File: src/rtl/bit_field_copy_engine_macros.svh
// Assertion macros shared by the bit field copy engine RTL.
`ifndef BIT_FIELD_COPY_ENGINE_MACROS_SVH
`define BIT_FIELD_COPY_ENGINE_MACROS_SVH
`ifndef SYNTH
`define BFCE_ASSERT_NOW(label, ante, cons) \
	label: assert property (@(posedge clk) disable iff (!arst_n) (ante) |-> (cons)) \
		else $error("bfce check failed");
`define BFCE_ASSERT_NEXT(label, ante, cons) \
	label: assert property (@(posedge clk) disable iff (!arst_n) (ante) |=> (cons)) \
		else $error("bfce check failed");
`else
`define BFCE_ASSERT_NOW(label, ante, cons)
`define BFCE_ASSERT_NEXT(label, ante, cons)
`endif
`endif

File: src/rtl/bfce_pkg.sv
// Types, codes and helpers shared by the bit field copy engine.
package bfce_pkg;

	localparam logic [1:0] MODE_SRC = 2'd0;
	localparam logic [1:0] MODE_DST = 2'd1;
	localparam logic [1:0] MODE_RUN = 2'd2;

	localparam int unsigned MAX_EMIT = 32;

	typedef enum logic [2:0] {
		ST_IDLE,
		ST_COPY_RD,
		ST_COPY_WR,
		ST_EMIT_RD,
		ST_EMIT_OUT,
		ST_ERR
	} state_t;

	// Byte that holds a buffer bit, for either byte order.
	function automatic logic [5:0] byte_pos(input logic [7:0] pos, input logic [5:0] len,
			input logic big);
		logic [5:0] b;
		b = {1'b0, pos[7:3]};
		return big ? (len - 6'd1 - b) : b;
	endfunction

endpackage

File: src/rtl/bfce_store.sv
// Byte store with one write port and one registered read port.
module bfce_store
	import bfce_pkg::*;
#(
	parameter int DEPTH = 32,
	parameter int ADDR_W = 5
) (
	input  logic              clk,
	input  logic              we,
	input  logic [ADDR_W-1:0] waddr,
	input  logic [7:0]        wdata,
	input  logic [ADDR_W-1:0] raddr,
	output logic [7:0]        rdata
);

	logic [7:0] mem [DEPTH];
	logic [7:0] rdata_q;

	always_ff @(posedge clk) begin
		if (we) begin
			mem[waddr] <= wdata;
		end
	end

	always_ff @(posedge clk) begin
		rdata_q <= mem[raddr];
	end

	assign rdata = rdata_q;

endmodule

File: src/rtl/bit_field_copy_engine.sv
// Top level of the bit field copy engine: sequencer, bit datapath and two byte stores.
// Load transactions never raise busy.
// In a run, each copied bit is a read-modify-write through the single read and write port
// of each store, each emitted byte a read then a result.
// A refused run gives its error result in the cycle after acceptance and then drops busy.
// Results cannot be stalled. Reset clears the sequencer only; store contents are kept.
`include "bit_field_copy_engine_macros.svh"
module bit_field_copy_engine
	import bfce_pkg::*;
#(
	parameter int BUF_BYTES = 32
) (
	input  logic       clk,
	input  logic       arst_n,
	input  logic       start,
	output logic       busy,
	input  logic [1:0] mode,
	input  logic [4:0] byte_index,
	input  logic [7:0] byte_value,
	input  logic [8:0] bit_count,
	input  logic [7:0] dst_bit_offset,
	input  logic [7:0] src_bit_offset,
	input  logic       big_endian,
	input  logic [5:0] dst_length,
	input  logic [5:0] src_length,
	output logic       strobe,
	output logic [4:0] out_index,
	output logic [7:0] out_value,
	output logic       last,
	output logic       error
);

	localparam int ADDR_W = (BUF_BYTES > 1) ? $clog2(BUF_BYTES) : 1;
	localparam int MAX_LEN = (BUF_BYTES < MAX_EMIT) ? BUF_BYTES : MAX_EMIT;

	state_t state_q, state_d;

	logic [8:0] src_pos_q, dst_pos_q, rem_q;
	logic       big_q;
	logic [5:0] dst_len_q, src_len_q;
	logic [4:0] emit_q;

	logic accept, load_ok, len_bad, src_over, dst_over, run_bad;
	logic [ADDR_W-1:0] src_raddr, dst_addr, dst_waddr, dst_raddr;
	logic [7:0] src_rdata, dst_rdata, merged, dst_wdata;
	logic src_we, dst_we, emit_last;

	assign accept = start && !busy;
	assign load_ok = 32'(byte_index) < BUF_BYTES;

	assign len_bad = (dst_length == 6'd0) || (src_length == 6'd0) ||
		(32'(dst_length) > MAX_LEN) || (32'(src_length) > MAX_LEN);
	assign src_over = (10'(src_bit_offset) + 10'(bit_count)) > {1'b0, src_length, 3'b000};
	assign dst_over = (10'(dst_bit_offset) + 10'(bit_count)) > {1'b0, dst_length, 3'b000};
	assign run_bad = len_bad || src_over || dst_over;

	assign src_raddr = ADDR_W'(byte_pos(src_pos_q[7:0], src_len_q, big_q));
	assign dst_addr = ADDR_W'(byte_pos(dst_pos_q[7:0], dst_len_q, big_q));

	always_comb begin
		merged = dst_rdata;
		merged[dst_pos_q[2:0]] = src_rdata[src_pos_q[2:0]];
	end

	assign src_we = accept && (mode == MODE_SRC) && load_ok;
	assign dst_we = (accept && (mode == MODE_DST) && load_ok) || (state_q == ST_COPY_WR);
	assign dst_waddr = (state_q == ST_COPY_WR) ? dst_addr : ADDR_W'(byte_index);
	assign dst_wdata = (state_q == ST_COPY_WR) ? merged : byte_value;
	assign dst_raddr = (state_q == ST_EMIT_RD) ? ADDR_W'(emit_q) : dst_addr;

	bfce_store #(.DEPTH(BUF_BYTES), .ADDR_W(ADDR_W)) u_src_store (
		.clk   (clk),
		.we    (src_we),
		.waddr (ADDR_W'(byte_index)),
		.wdata (byte_value),
		.raddr (src_raddr),
		.rdata (src_rdata)
	);

	bfce_store #(.DEPTH(BUF_BYTES), .ADDR_W(ADDR_W)) u_dst_store (
		.clk   (clk),
		.we    (dst_we),
		.waddr (dst_waddr),
		.wdata (dst_wdata),
		.raddr (dst_raddr),
		.rdata (dst_rdata)
	);

	assign emit_last = (6'(emit_q) + 6'd1) == dst_len_q;

	always_ff @(posedge clk or negedge arst_n) begin
		if (!arst_n) begin
			state_q <= ST_IDLE;
		end else begin
			state_q <= state_d;
		end
	end

	always_comb begin
		state_d = state_q;
		busy = 1'b1;
		strobe = 1'b0;
		error = 1'b0;
		last = 1'b0;
		out_index = emit_q;
		out_value = dst_rdata;
		unique case (state_q)
			ST_IDLE: begin
				busy = 1'b0;
				if (start && (mode == MODE_RUN)) begin
					if (run_bad) begin
						state_d = ST_ERR;
					end else if (bit_count == 9'd0) begin
						state_d = ST_EMIT_RD;
					end else begin
						state_d = ST_COPY_RD;
					end
				end
			end
			ST_COPY_RD: begin
				state_d = ST_COPY_WR;
			end
			ST_COPY_WR: begin
				state_d = (rem_q == 9'd1) ? ST_EMIT_RD : ST_COPY_RD;
			end
			ST_EMIT_RD: begin
				state_d = ST_EMIT_OUT;
			end
			ST_EMIT_OUT: begin
				strobe = 1'b1;
				last = emit_last;
				state_d = emit_last ? ST_IDLE : ST_EMIT_RD;
			end
			ST_ERR: begin
				strobe = 1'b1;
				error = 1'b1;
				last = 1'b1;
				out_index = 5'd0;
				out_value = 8'd0;
				state_d = ST_IDLE;
			end
			default: begin
				state_d = ST_IDLE;
			end
		endcase
	end

	always_ff @(posedge clk) begin
		case (state_q)
			ST_IDLE: begin
				src_pos_q <= {1'b0, src_bit_offset};
				dst_pos_q <= {1'b0, dst_bit_offset};
				rem_q <= bit_count;
				big_q <= big_endian;
				dst_len_q <= dst_length;
				src_len_q <= src_length;
				emit_q <= 5'd0;
			end
			ST_COPY_WR: begin
				src_pos_q <= src_pos_q + 9'd1;
				dst_pos_q <= dst_pos_q + 9'd1;
				rem_q <= rem_q - 9'd1;
			end
			ST_EMIT_OUT: begin
				emit_q <= emit_q + 5'd1;
			end
			default: begin
			end
		endcase
	end

	`BFCE_ASSERT_NOW(a_strobe_busy, strobe, busy)
	`BFCE_ASSERT_NOW(a_error_shape, error, last && (out_index == 5'd0) && (out_value == 8'd0))
	`BFCE_ASSERT_NEXT(a_last_idle, strobe && last, !busy)
	`BFCE_ASSERT_NEXT(a_run_busy, start && !busy && (mode == MODE_RUN), busy)
	`BFCE_ASSERT_NEXT(a_load_idle, start && !busy && (mode != MODE_RUN), !busy)

endmodule
File: config.mk
export PLATFORM = sky130hd
export DESIGN_NAME = bit_field_copy_engine
export DESIGN_NICKNAME = d
export VERILOG_FILES = /design/src/rtl/bfce_pkg.sv /design/src/rtl/bfce_store.sv /design/src/rtl/bit_field_copy_engine.sv
export VERILOG_INCLUDE_DIRS = /design/src /design/src/rtl
export SDC_FILE = /design/constraint.sdc
export NUM_CORES = 1
export LEC_CHECK = 0
export BUFFER_PORTS_ARGS = -buffer_cell sky130_fd_sc_hd__buf_2
export CAP_MARGIN = 20
export CORE_MARGIN = 8
export CORE_UTILIZATION = 48
export CTS_BUF_LIST = sky130_fd_sc_hd__clkbuf_2
export CTS_CLUSTER_DIAMETER = 120
export DETAILED_ROUTE_END_ITERATION = 8
export HOLD_SLACK_MARGIN = 0.02
export PLACE_DENSITY_LB_ADDON = 0.3
export SLEW_MARGIN = 0
export SYNTH_ARGS = -nofsm -noshare
export SYNTH_HDL_FRONTEND = slang
export SYNTH_SLANG_ARGS = --single-unit
File: constraint.sdc
create_clock -name clk -period 5 [get_ports clk]
set_input_delay 0.5 -clock clk [delete_from_list [all_inputs] [get_ports clk]]
set_output_delay 0.5 -clock clk [all_outputs]
set_load 0.02 [all_outputs]
# == After elaboration in Yosys (flattened, before gate mapping) ==
# Memories as Yosys holds them, arrays and structs flattened. A register that Yosys moved wholly into a read port is not among the register bits.
# Index checks and enable logic that the tools add are counted.
# totals
output_inout_bits,17
input_bits,56
regBits,47
mem_count,2
mem_bits_rw,512
# classes
n_reduce_logical,19
n_eq_ne,10
order_cmp,7
muxes,30
add_sub_neg,11
# memory_table
memory,depth,word_bits,read_ports,rd_clocked_by_memory_dff,wr,line,rtl
u_dst_store.mem,32,8,1,1,1,bfce_store.sv:16,logic [7:0] mem [DEPTH];
u_src_store.mem,32,8,1,1,1,bfce_store.sv:16,
# ops
cell,count
9-bit case mux with 2 select lines,3
5-bit 2-to-1 mux,5
8-bit by 9-bit adder with 10-bit output,2
10-bit by 9-bit > comparator with 1-bit output,2
"9-bit by 1-bit adder with 9-bit output, second input constant",2
8-bit 2-to-1 mux,2
3-bit case mux with 5 select lines,1
"6-bit > comparator, second input constant",2
6-bit logical NOT,2
5-bit case mux with 2 select lines,1
"5-bit by 1-bit subtractor with 5-bit output, second input constant",2
5-bit subtractor,2
"9-bit by 1-bit equality test with 1-bit output, second input constant",1
9-bit logical NOT,1
1-bit 2-to-1 mux,9
"9-bit by 1-bit subtractor with 9-bit output, second input constant",1
8-bit bitwise mux,1
"3-bit by 4-bit less-than comparator with 1-bit output, second input constant",2
"5-bit by 1-bit adder with 6-bit output, second input constant",1
"3-bit by 2-bit equality test with 1-bit output, second input constant",2
"3-bit equality test, second input constant",2
6-bit equality test,1
1-bit logical OR,6
2-bit 2-to-1 mux,3
other kinds (15),21

# == Longest topological paths before layout ==
# Gate-level depths: netlist of the first run.
# logic_depth
ltp_word,9
mapped_depth,17

# == Modules after synthesis ==
# From an unflattened synthesis of the first run, not the netlist that was laid out.
# unflattened
cells_unflattened,1296
hier_area_um2,24215.7
# modules_own_cells
module,instances,seq_area_each_um2,cells_per_inst,area_each_um2
bfce_store,2,7847.5,417,10053.4
bit_field_copy_engine,1,1336.3,462,4108.9

# == Worst setup path before layout of the first run ==
# No wires, ideal clock.
# synth_timing
path_kind,reg-to-reg
from,register dst_pos_q[3]
to,memory u_dst_store.mem[14][0] (enable)
t_required_ns,4.630
period_less_slack_ns,3.495
setup_slack_ns,1.505
stages_incl_launch_ff,14
t_arrival_ns,3.125
setup_ns,0.370
cell_sequence,edfxtp_1 -> inv_1 -> ha_1 -> inv_1 -> fa_1 -> xnor2_2 -> buf_2 -> buf_2 -> nand2_1 -> a21oi_1 -> a21oi_1 -> or2_2 -> or2_2 -> nor2_1
# synth_via
elab_chain_len,3
# synth_rtl
item,line,rtl
from (decl),bit_field_copy_engine.sv:38,"logic [8:0] src_pos_q, dst_pos_q, rem_q;"
from (signal assigned),bit_field_copy_engine.sv:152,"dst_pos_q <= {1'b0, dst_bit_offset};"
from (signal assigned),bit_field_copy_engine.sv:161,dst_pos_q <= dst_pos_q + 9'd1;
5-bit subtractor,bfce_pkg.sv:24,return big ? (len - 6'd1 - b) : b;
5-bit 2-to-1 mux *,bfce_pkg.sv:24,
5-bit 2-to-1 mux *,bit_field_copy_engine.sv:67,assign dst_waddr = (state_q == ST_COPY_WR) ? dst_addr : ADDR_W'(byte_index);
to (decl),bfce_store.sv:16,
# Every way passes the cells marked *; elsewhere a longest branch is shown, timed or not.

# == Worst setup path after layout of the first run ==
# layout_timing
from,register state_q[0]
to,memory u_src_store.mem[27][3] (enable)
# layout_via
elab_chain_len,5
# layout_rtl
item,line,rtl
from (decl),bit_field_copy_engine.sv:36,"state_t state_q, state_d;"
from (signal assigned),bit_field_copy_engine.sv:95,state_q <= state_d;
3-bit logical NOT,bit_field_copy_engine.sv:107,unique case (state_q)
1-bit logical AND,bit_field_copy_engine.sv:48,assign accept = start && !busy;
1-bit logical AND,bit_field_copy_engine.sv:65,assign src_we = accept && (mode == MODE_SRC) && load_ok;
1-bit 2-to-1 mux,bfce_store.sv:20,if (we) begin
1-bit 2-to-1 mux (implied by the code),bfce_store.sv:21,mem[waddr] <= wdata;
to (decl),bfce_store.sv:16,
# No other way between the ends.

==> results by group, run 1 <==
Global route
  • First-pass GRT wire length: 97230 µm
  • Busiest metal layer after global routing: met2
  • Largest net degree at the start of global routing: 50
  • Initial antenna violation count: 2
  • M2 GR Usage: 33.83%
  • M1 GR Usage: around 28%
  • Met3 usage: roughly 4.8%
  • Vias in the first global route: 15962
  • Total gr overflow: 0
  • GRT Util Overall: between 20% and 30%

Power and ir drop
  • VDD IR max: ~0.42 mV
  • Leakage: just over 10 nW
  • Pwr Density: approximately 600 nW/µm²

Timing
  • Setup tns final: 0 ns
  • Setup violations, final: 0
  • Peak Freq: between 200 and 250 MHz
  • Final worst-path cycle share: 85.90%
  • Worst slew margin: between 20% and 30%
  • Final worst path period need: between 4 and 5 ns
  • Final Hold Vio Count: 0
  • Pin slew with the least headroom to its limit: approximately 1.2 ns
  • RSZ-0062 raised after global routing: no
  • Clock Skew: 0.1060 ns
  • Max Slew Vio Count: 0

Clocking
  • Worst skew pair latency: around 1.3 ns
  • Resize count post-CTS: 0
  • Clock Sinks: between 500 and 600
  • Number of CTS-inserted buffers: approximately 150
  • H-tree levels: 4
  • CTS max path bufs: 3
  • Post-CTS setup buffer count: 0
  • CTS clk-pin slew, worst paths: around 0.11 ns
  • CTS root buffer: clkbuf_2
  • CTS tree: done

Finish
  • Final non-filler cell total: ~2700
  • Final Instance Area: 28800 µm²
  • Layout cells sized above 1: between 20% and 30%
  • Area Overhead vs Synth: 14.28%
  • Fin util: a little under three fifths
  • Final net count: approximately 2000

Route
  • DR vias: 15900
  • First DRT Iteration DRCs: roughly 1600
  • Per-cell routed wire length: between 20 and 25 µm
  • Routed Antenna Nets: 0
  • WL final: 64450 µm
  • Drt via density: ~6
  • DRC: 0
  • Drt first pass iters: 7

Synth
  • Number of flops mapped to enable cells by yosys: approximately 550
  • Register area share after synthesis: 67.59%
  • Yosys Warn Count: 0
  • Leading cell types by count after synthesis: edfxtp_1 (554), nand2_1 (99), nor2_1 (97)
  • Count of cell types in the netlist: 70
  • Share of the synthesized area in the top cell type: about two thirds
  • Ys flop type: edfxtp_1
  • Dominant cells by area after synthesis: edfxtp_1 (66%), mux4_2 (8.3%), mux2i_1 (2.6%), ha_1 (2.0%), nand2_1 (1.5%)
  • Syn Inst Count: roughly 1600
  • Post-Syn Area: 25200 µm²
  • Net Count, Synth: about 1700
  • Most frequent cell after synthesis: edfxtp_1
  • Async SR Flop Fraction: less than 1%
  • Mean post-synth cell area: 15.66 µm²
  • Leading area contributor after synthesis: edfxtp_1
  • Yosys reg bits: roughly 570

Worst setup path
  • Worst reg2reg path depth: 7
  • CP endpoint kind: flop
  • FF-to-FF setup slack: approximately 0.71 ns
  • CP Capture Point: u_src_store.mem[27][3]
  • Worst R2R Start: state_q[0]
  • CP required: just under 6 ns
  • Arrival time worst endpoint: a little over 5 ns
  • Setup crit start: state_q[0]
  • Critical Path Source Type: flop
  • Reg-to-reg endpoint: u_src_store.mem[27][3]
  • CP Max Fanout: 14
  • Type of the worst setup path: reg2reg

Floorplan
  • Core area: around 52000 µm²
  • Die width: 245.1 µm
  • Die Y: approximately 250 µm
  • Num rows: 84
  • Die ar.: 60090 µm²
  • Initial Util: between 40% and 50%
  • Io pins: 73

Place
  • Port Buffers: slightly above 70
  • Placed insts: 2331
  • Post-DP Area: between 20000 and 30000 µm²
  • Post-DP HPWL: roughly 41000 µm
  • RePlAce Congestion: around 0.88

Outcome
  • Status: complete, no violations

Flow run
  • Max Cap Viol: 0

Min path
  • Hold WC Path Type: in2reg
## cell families after synthesis
kind of cell	count (synthesis)	share of synthesized area (%)
AOI/OAI and AO/OA	242	6.515
xor gates and xnor gates	45	1.594
adders and majority gates	45	2.354
buffers and inverters	125	2.289
DFF	573	67.59
muxes	174	11.61
and+or+nand+nor	405	8.054
## where the power goes
part / switching (mW) / internal [mW]
Combinational: 4.87 / 3.45
Sequential: 0.349 / 5.83
Clock: 1.91 / 1.32
## worst max-delay path, cell delays in order, from the launching register on
cell and delay (ns):
dfrtp_1 0.58, or3_1 0.50, inv_1 0.52, nand2_1 0.34
nor2_1 0.44, nand4b_1 0.17, dlygate4sd3_1 0.64, nor2_1 0.70
## through the flow
step	worst slack, ns	total power, mW	hold slack [ns]
2_1_floorplan	1.505	12.01	0.2044
3_3_place_gp	0.8528	14.38	0.2987
3_5_place_dp	0.8081	14.47	0.3016
4_1_cts	0.6970	17.79	0.02864
5_1_grt	0.4815	18.63	0.1059
6_report	0.7052	17.73	0.1859
## metal layers
metal	vias to the layer above	share of wire [%]
met3	143	7.2
met1	8011	41
met4	0	3.4
met5	-	0
li1	7010	-
met2	736	48
## final cells by class
| cell class | instances | area (µm²) |
|---|---|---|
| diodes | 6 | 15.01 |
| clock buffers | 204 | 1021 |
| clock inverters | 51 | 331.6 |
| fillers | 4146 | 23440 |
| inverters | 42 | 157.7 |
| multi-input cells | 911 | 7704 |
| flip-flops and latches | 573 | 17030 |
| well taps | 688 | 860.8 |
| repair buffers | 211 | 1677 |
## placed cells by master, fill, tap and decap left out, drive strengths merged, types with 46 or more instances in the layout
cell type,instances
edfxtp,554
clkbuf,204
buf,117
nand2,99
nor2,99
dlygate4sd3,94
mux4,93
o21ai,73
mux2i,65
nand3,56
inv,46
## how the worst min path moves through the flow
| stage | from | end | slack [ns] | depth (start not counted) |
|---|---|---|---|---|
| 4_1_cts | src_bit_offset[6] | src_pos_q[6] | 0.03 | 4 |
| 6_report | src_bit_offset[1] | src_pos_q[1] | 0.19 | 4 |
| 3_3_place_gp | arst_n | state_q[0] | 0.30 | 1 |
| 3_5_place_dp | arst_n | state_q[1] | 0.30 | 1 |
| 5_1_grt | src_bit_offset[6] | src_pos_q[6] | 0.11 | 4 |
| 2_1_floorplan | arst_n | state_q[0] | 0.20 | 0 |
## state kept, by name, indices dropped and copies added (netlist names), 3 cells and up
signal and count:
u_dst_store.mem 256, emit_q 5, u_src_store.mem 256, src_pos_q 8, dst_len_q 6, u_src_store.rdata 8
state_q 3, rem_q 9, src_len_q 5, dst_pos_q 8, u_dst_store.rdata 8
## what timing repair did
action                     4_1_cts  5_1_grt
hold endpoints to repair       555        0
hold buffers                    94        0
setup endpoints to repair        0        0
No activity file was read; power rests on OpenSTA's default activity.
==> inputs of run 2 (changes only) <==
Settings changed: HOLD_SLACK_MARGIN 0.02 to default, SYNTH_HIERARCHICAL from default to 1.
==> run 2 against run 1 <==
  * Worst hold slack got worse by 0.0026 ns
  * Area after synthesis decreased by 3.9%
  * Non-clock buffer count decreased by 42
  * Cell area decreased by 4.0%
  * Via count decreased by 17%
  * Synthesized cell count decreased by 19%
  * Total power decreased by 7.8%
  * Critical path type unchanged
  * Critical endpoint is now u_dst_store/mem[11][3]
  * Highest routed layer unchanged
==> results by group, run 2 <==
Floorplan
  • Die Y: 240.6 µm (was 245.1 µm)
  • Io pins: 73 (unchanged)
  • Initial Util: 48.46% (was 48.24%)
  • Die width: 240.6 µm (was 245.1 µm)
  • Num rows: 82 (was 84)
  • Core area: 49970 µm² (was 52240 µm²)
  • Die ar.: 57890 µm² (was 60090 µm²)

Route
  • First DRT Iteration DRCs: 1012 (was 1640)
  • DR vias: 13133 (was 15900)
  • Routed Antenna Nets: 0 (unchanged)
  • Per-cell routed wire length: 22.88 µm (was 24.00 µm)
  • Drt first pass iters: 5 (was 7)
  • DRC: 0 (unchanged)
  • WL final: 53110 µm (was 64450 µm)
  • Drt via density: 5.658 (was 5.920)

Place
  • Post-DP HPWL: 33240 µm (was 41340 µm)
  • Pre-CTS WS: 1.247 ns (was 0.8081 ns)
  • Port Buffers: 72 (unchanged)
  • Placed insts: 2006 (was 2331)
  • Post-DP Area: 25450 µm² (was 26490 µm²)
  • RePlAce Congestion: 0.9136 (was 0.8758)

Timing
  • Peak Freq: 262.6 MHz (was 232.8 MHz)
  • Setup violations, final: 0 (unchanged)
  • Min setup slack post-route: 1.192 ns (was 0.7052 ns)
  • RSZ-0062 raised after global routing: no (unchanged)
  • Final worst path period need: 3.808 ns (was 4.295 ns)
  • Final Hold Vio Count: 0 (unchanged)
  • Max Slew Vio Count: 0 (unchanged)
  • Pin slew with the least headroom to its limit: 0.9623 ns (was 1.152 ns)
  • Fin Hold WS: 0.1833 ns (was 0.1859 ns)
  • Worst slew margin: 35.85% (was 20.99%)
  • Final worst-path cycle share: 76.15% (was 85.90%)
  • Setup tns final: 0 ns (unchanged)
  • Clock Skew: 0.08666 ns (was 0.1060 ns)

Power and ir drop
  • Comb pwr share: 42.1% (was 46.9%)
  • Pwr Total: 16.34 mW (was 17.73 mW)
  • Pint: 10.79 mW (was 10.60 mW)
  • Clock share of power: 20.8% (was 18.2%)
  • Leakage: 9.397 nW (was 10.11 nW)
  • Pwr Density: 591.0 nW/µm² (was 615.5 nW/µm²)
  • VDD IR max: 0.4714 mV (was 0.4157 mV)
  • Switching share of total power: 33.96% (was 40.20%)
  • Net Switching: 5.550 mW (was 7.126 mW)
  • Sequential share of power: 37.1% (was 34.9%)

Synth
  • Leading cell types by count after synthesis: edfxtp_1 (554), mux4_2 (162), nor2_1 (94) (was edfxtp_1 (554), nand2_1 (99), nor2_1 (97))
  • Leading area contributor after synthesis: edfxtp_1 (unchanged)
  • Yosys reg bits: 573 (unchanged)
  • Async SR Flop Fraction: 0.5236% (unchanged)
  • Number of flops mapped to enable cells by yosys: 554 (unchanged)
  • Mean post-synth cell area: 18.68 µm² (was 15.66 µm²)
  • Ys flop type: edfxtp_1 (unchanged)
  • Most frequent cell after synthesis: edfxtp_1 (unchanged)
  • Yosys Warn Count: 6 (was 0)
  • Syn Inst Count: 1296 (was 1609)
  • Dominant cells by area after synthesis: edfxtp_1 (69%), mux4_2 (15%), ha_1 (2.1%), nor2_1 (1.5%), dfxtp_1 (1.3%) (was edfxtp_1 (66%), mux4_2 (8.3%), mux2i_1 (2.6%), ha_1 (2.0%), nand2_1 (1.5%))
  • Share of the synthesized area in the top cell type: 68.70% (was 66.02%)
  • Post-Syn Area: 24220 µm² (was 25200 µm²)
  • Register area share after synthesis: 70.33% (was 67.59%)
  • Count of cell types in the netlist: 50 (was 70)
  • Net Count, Synth: 1397 (was 1710)

Finish
  • Area Overhead vs Synth: 14.19% (was 14.28%)
  • Final Instance Area: 27650 µm² (was 28800 µm²)
  • Final non-filler cell total: 2321 (was 2686)
  • Commonest non-fill, non-tap cell in the layout: edfxtp_1 (unchanged)
  • Layout cells sized above 1: 31.33% (was 24.15%)
  • Top flop regs: u_dst_store/mem x256, u_src_store/mem x256, rem_q x9 (was u_dst_store.mem x256, u_src_store.mem x256, rem_q x9)
  • Fin util: 55.34% (was 55.13%)
  • Most frequent cells in the layout: edfxtp_1 (554), clkbuf_2 (188), mux4_2 (162) (was edfxtp_1 (554), clkbuf_2 (204), nand2_1 (99))
  • Final net count: 1654 (was 1986)
  • Fillers: 3965 (was 4146)

Flow run
  • Max Cap Viol: 0 (unchanged)

Worst setup path
  • CP endpoint kind: flop (unchanged)
  • Worst R2R Start: dst_pos_q[3] (was state_q[0])
  • Arrival time worst endpoint: 4.61 ns (was 5.17 ns)
  • Reg-to-reg endpoint: u_dst_store/mem[11][3] (was u_src_store.mem[27][3])
  • FF-to-FF setup slack: 1.19 ns (was 0.71 ns)
  • CP Max Fanout: 8 (was 14)
  • CP required: 5.80 ns (was 5.87 ns)
  • Type of the worst setup path: reg2reg (unchanged)
  • Worst reg2reg path depth: 12 (was 7)
  • Critical Path Source Type: flop (unchanged)

Clocking
  • CTS clk-pin slew, worst paths: 0.12 ns (was 0.11 ns)
  • Clock Sinks: 573 (unchanged)
  • Number of CTS-inserted buffers: 141 (was 146)
  • Worst skew pair latency: 1.25 ns (was 1.32 ns)
  • CTS max path bufs: 3 (unchanged)
  • H-tree levels: 4 (unchanged)
  • Post-CTS setup buffer count: 0 (unchanged)
  • CTS tree: done (unchanged)
  • CTS root buffer: clkbuf_2 (unchanged)

Global route
  • GRT Util Overall: 18.76% (was 21.38%)
  • First-pass GRT wire length: 81160 µm (was 97230 µm)
  • Vias in the first global route: 13507 (was 15962)
  • Largest net degree at the start of global routing: 65 (was 50)
  • Initial antenna violation count: 2 (unchanged)
  • Total gr overflow: 0 (unchanged)

Min path
  • Cell depth of the worst hold path: 4 (unchanged)
  • Hold Path End: src_pos_q[6] (was src_pos_q[1])
  • Worst hold start: src_bit_offset[6] (was src_bit_offset[1])
  • Hold WC Path Type: in2reg (unchanged)

Outcome
  • Status: complete, no violations (unchanged)
[run 2: cell count changes after synthesis, moves of 23 or more]
| cell | delta |
|---|---|
| mux2i_1 | -53 |
| nand3_1 | -36 |
| nand2_1 | -42 |
| o21ai_0 | -23 |
| clkbuf_1 | -25 |
| mux4_2 | +69 |
[run 2: routing by layer]
| layer | track usage, % | vias up | share of wire [%] |
|---|---|---|---|
| met2 | 28.54 | 532 | 48 |
| met4 | 8.051 | 0 | 2.6 |
| met1 | 25.96 | 6705 | 43 |
| li1 | - | 5805 | - |
| met3 | 4.338 | 91 | 7.0 |
| met5 | 0 | - | 0 |
[run 2: final cells by class]
cell class / count / area, µm² / share of cell area, %
Sequential cell: 573 / 17030 / 61.59
Multi-Input combinational cell: 635 / 6884 / 24.90
Timing Repair Buffer: 169 / 1329 / 4.805
Clock buffer: 188 / 940.9 / 3.403
Tap cell: 672 / 840.8 / 3.041
Clock inverter: 46 / 489.2 / 1.769
Inverter: 33 / 123.9 / 0.4480
Antenna cell: 5 / 12.51 / 0.04525
[run 2: kinds of logic after synthesis]
kind of cell	synth area share, %
xor+xnor	1.736
mux	16.59
flops	70.33
buf+inv	1.679
fa+ha+maj	2.449
simple gates	4.847
compound gates	2.372
[run 2: critical path, cell delays in order, from the launching register on]
cell      delay, ns
edfxtp_1       0.40
inv_1          0.09
ha_1           0.22
fa_1           0.40
a21o_1         0.18
a21oi_1        0.16
xor2_1         0.16
nand2_1        0.08
xor2_1         0.21
o21ai_0        0.11
buf_4          0.22
or3b_2         0.52
nor2_1         0.65
[run 2: repair_timing]
item	in CTS	in global routing
endpoints found under the hold margin	550	0
hold buffers	76	0
gates resized for setup	0	0
endpoints found under the setup margin	0	0
[run 2: worst max path at each step]
| stage | from | endpoint | cells past startpoint |
|---|---|---|---|
| finish | dst_pos_q[3] | u_dst_store/mem[11][3] | 12 |
| detailed placement | bit_count[0] | state_q[1] | 17 |
| floorplan | state_q[0] | u_dst_store/mem[0][0] | 5 |
| CTS | dst_pos_q[3] | u_dst_store/mem[11][3] | 12 |
| global placement | dst_pos_q[3] | u_dst_store/mem[11][4] | 12 |
| global route | dst_pos_q[3] | u_dst_store/mem[11][3] | 12 |
[run 2: power by group through the flow]
stage,logic [mW],clock network (mW),registers [mW]
detailed placement,6.90,0,6.17
floorplan,5.09,0,6.04
finish,6.88,3.40,6.07
global route,7.35,3.73,6.11
CTS,6.97,3.51,6.07
global placement,6.85,0,6.17
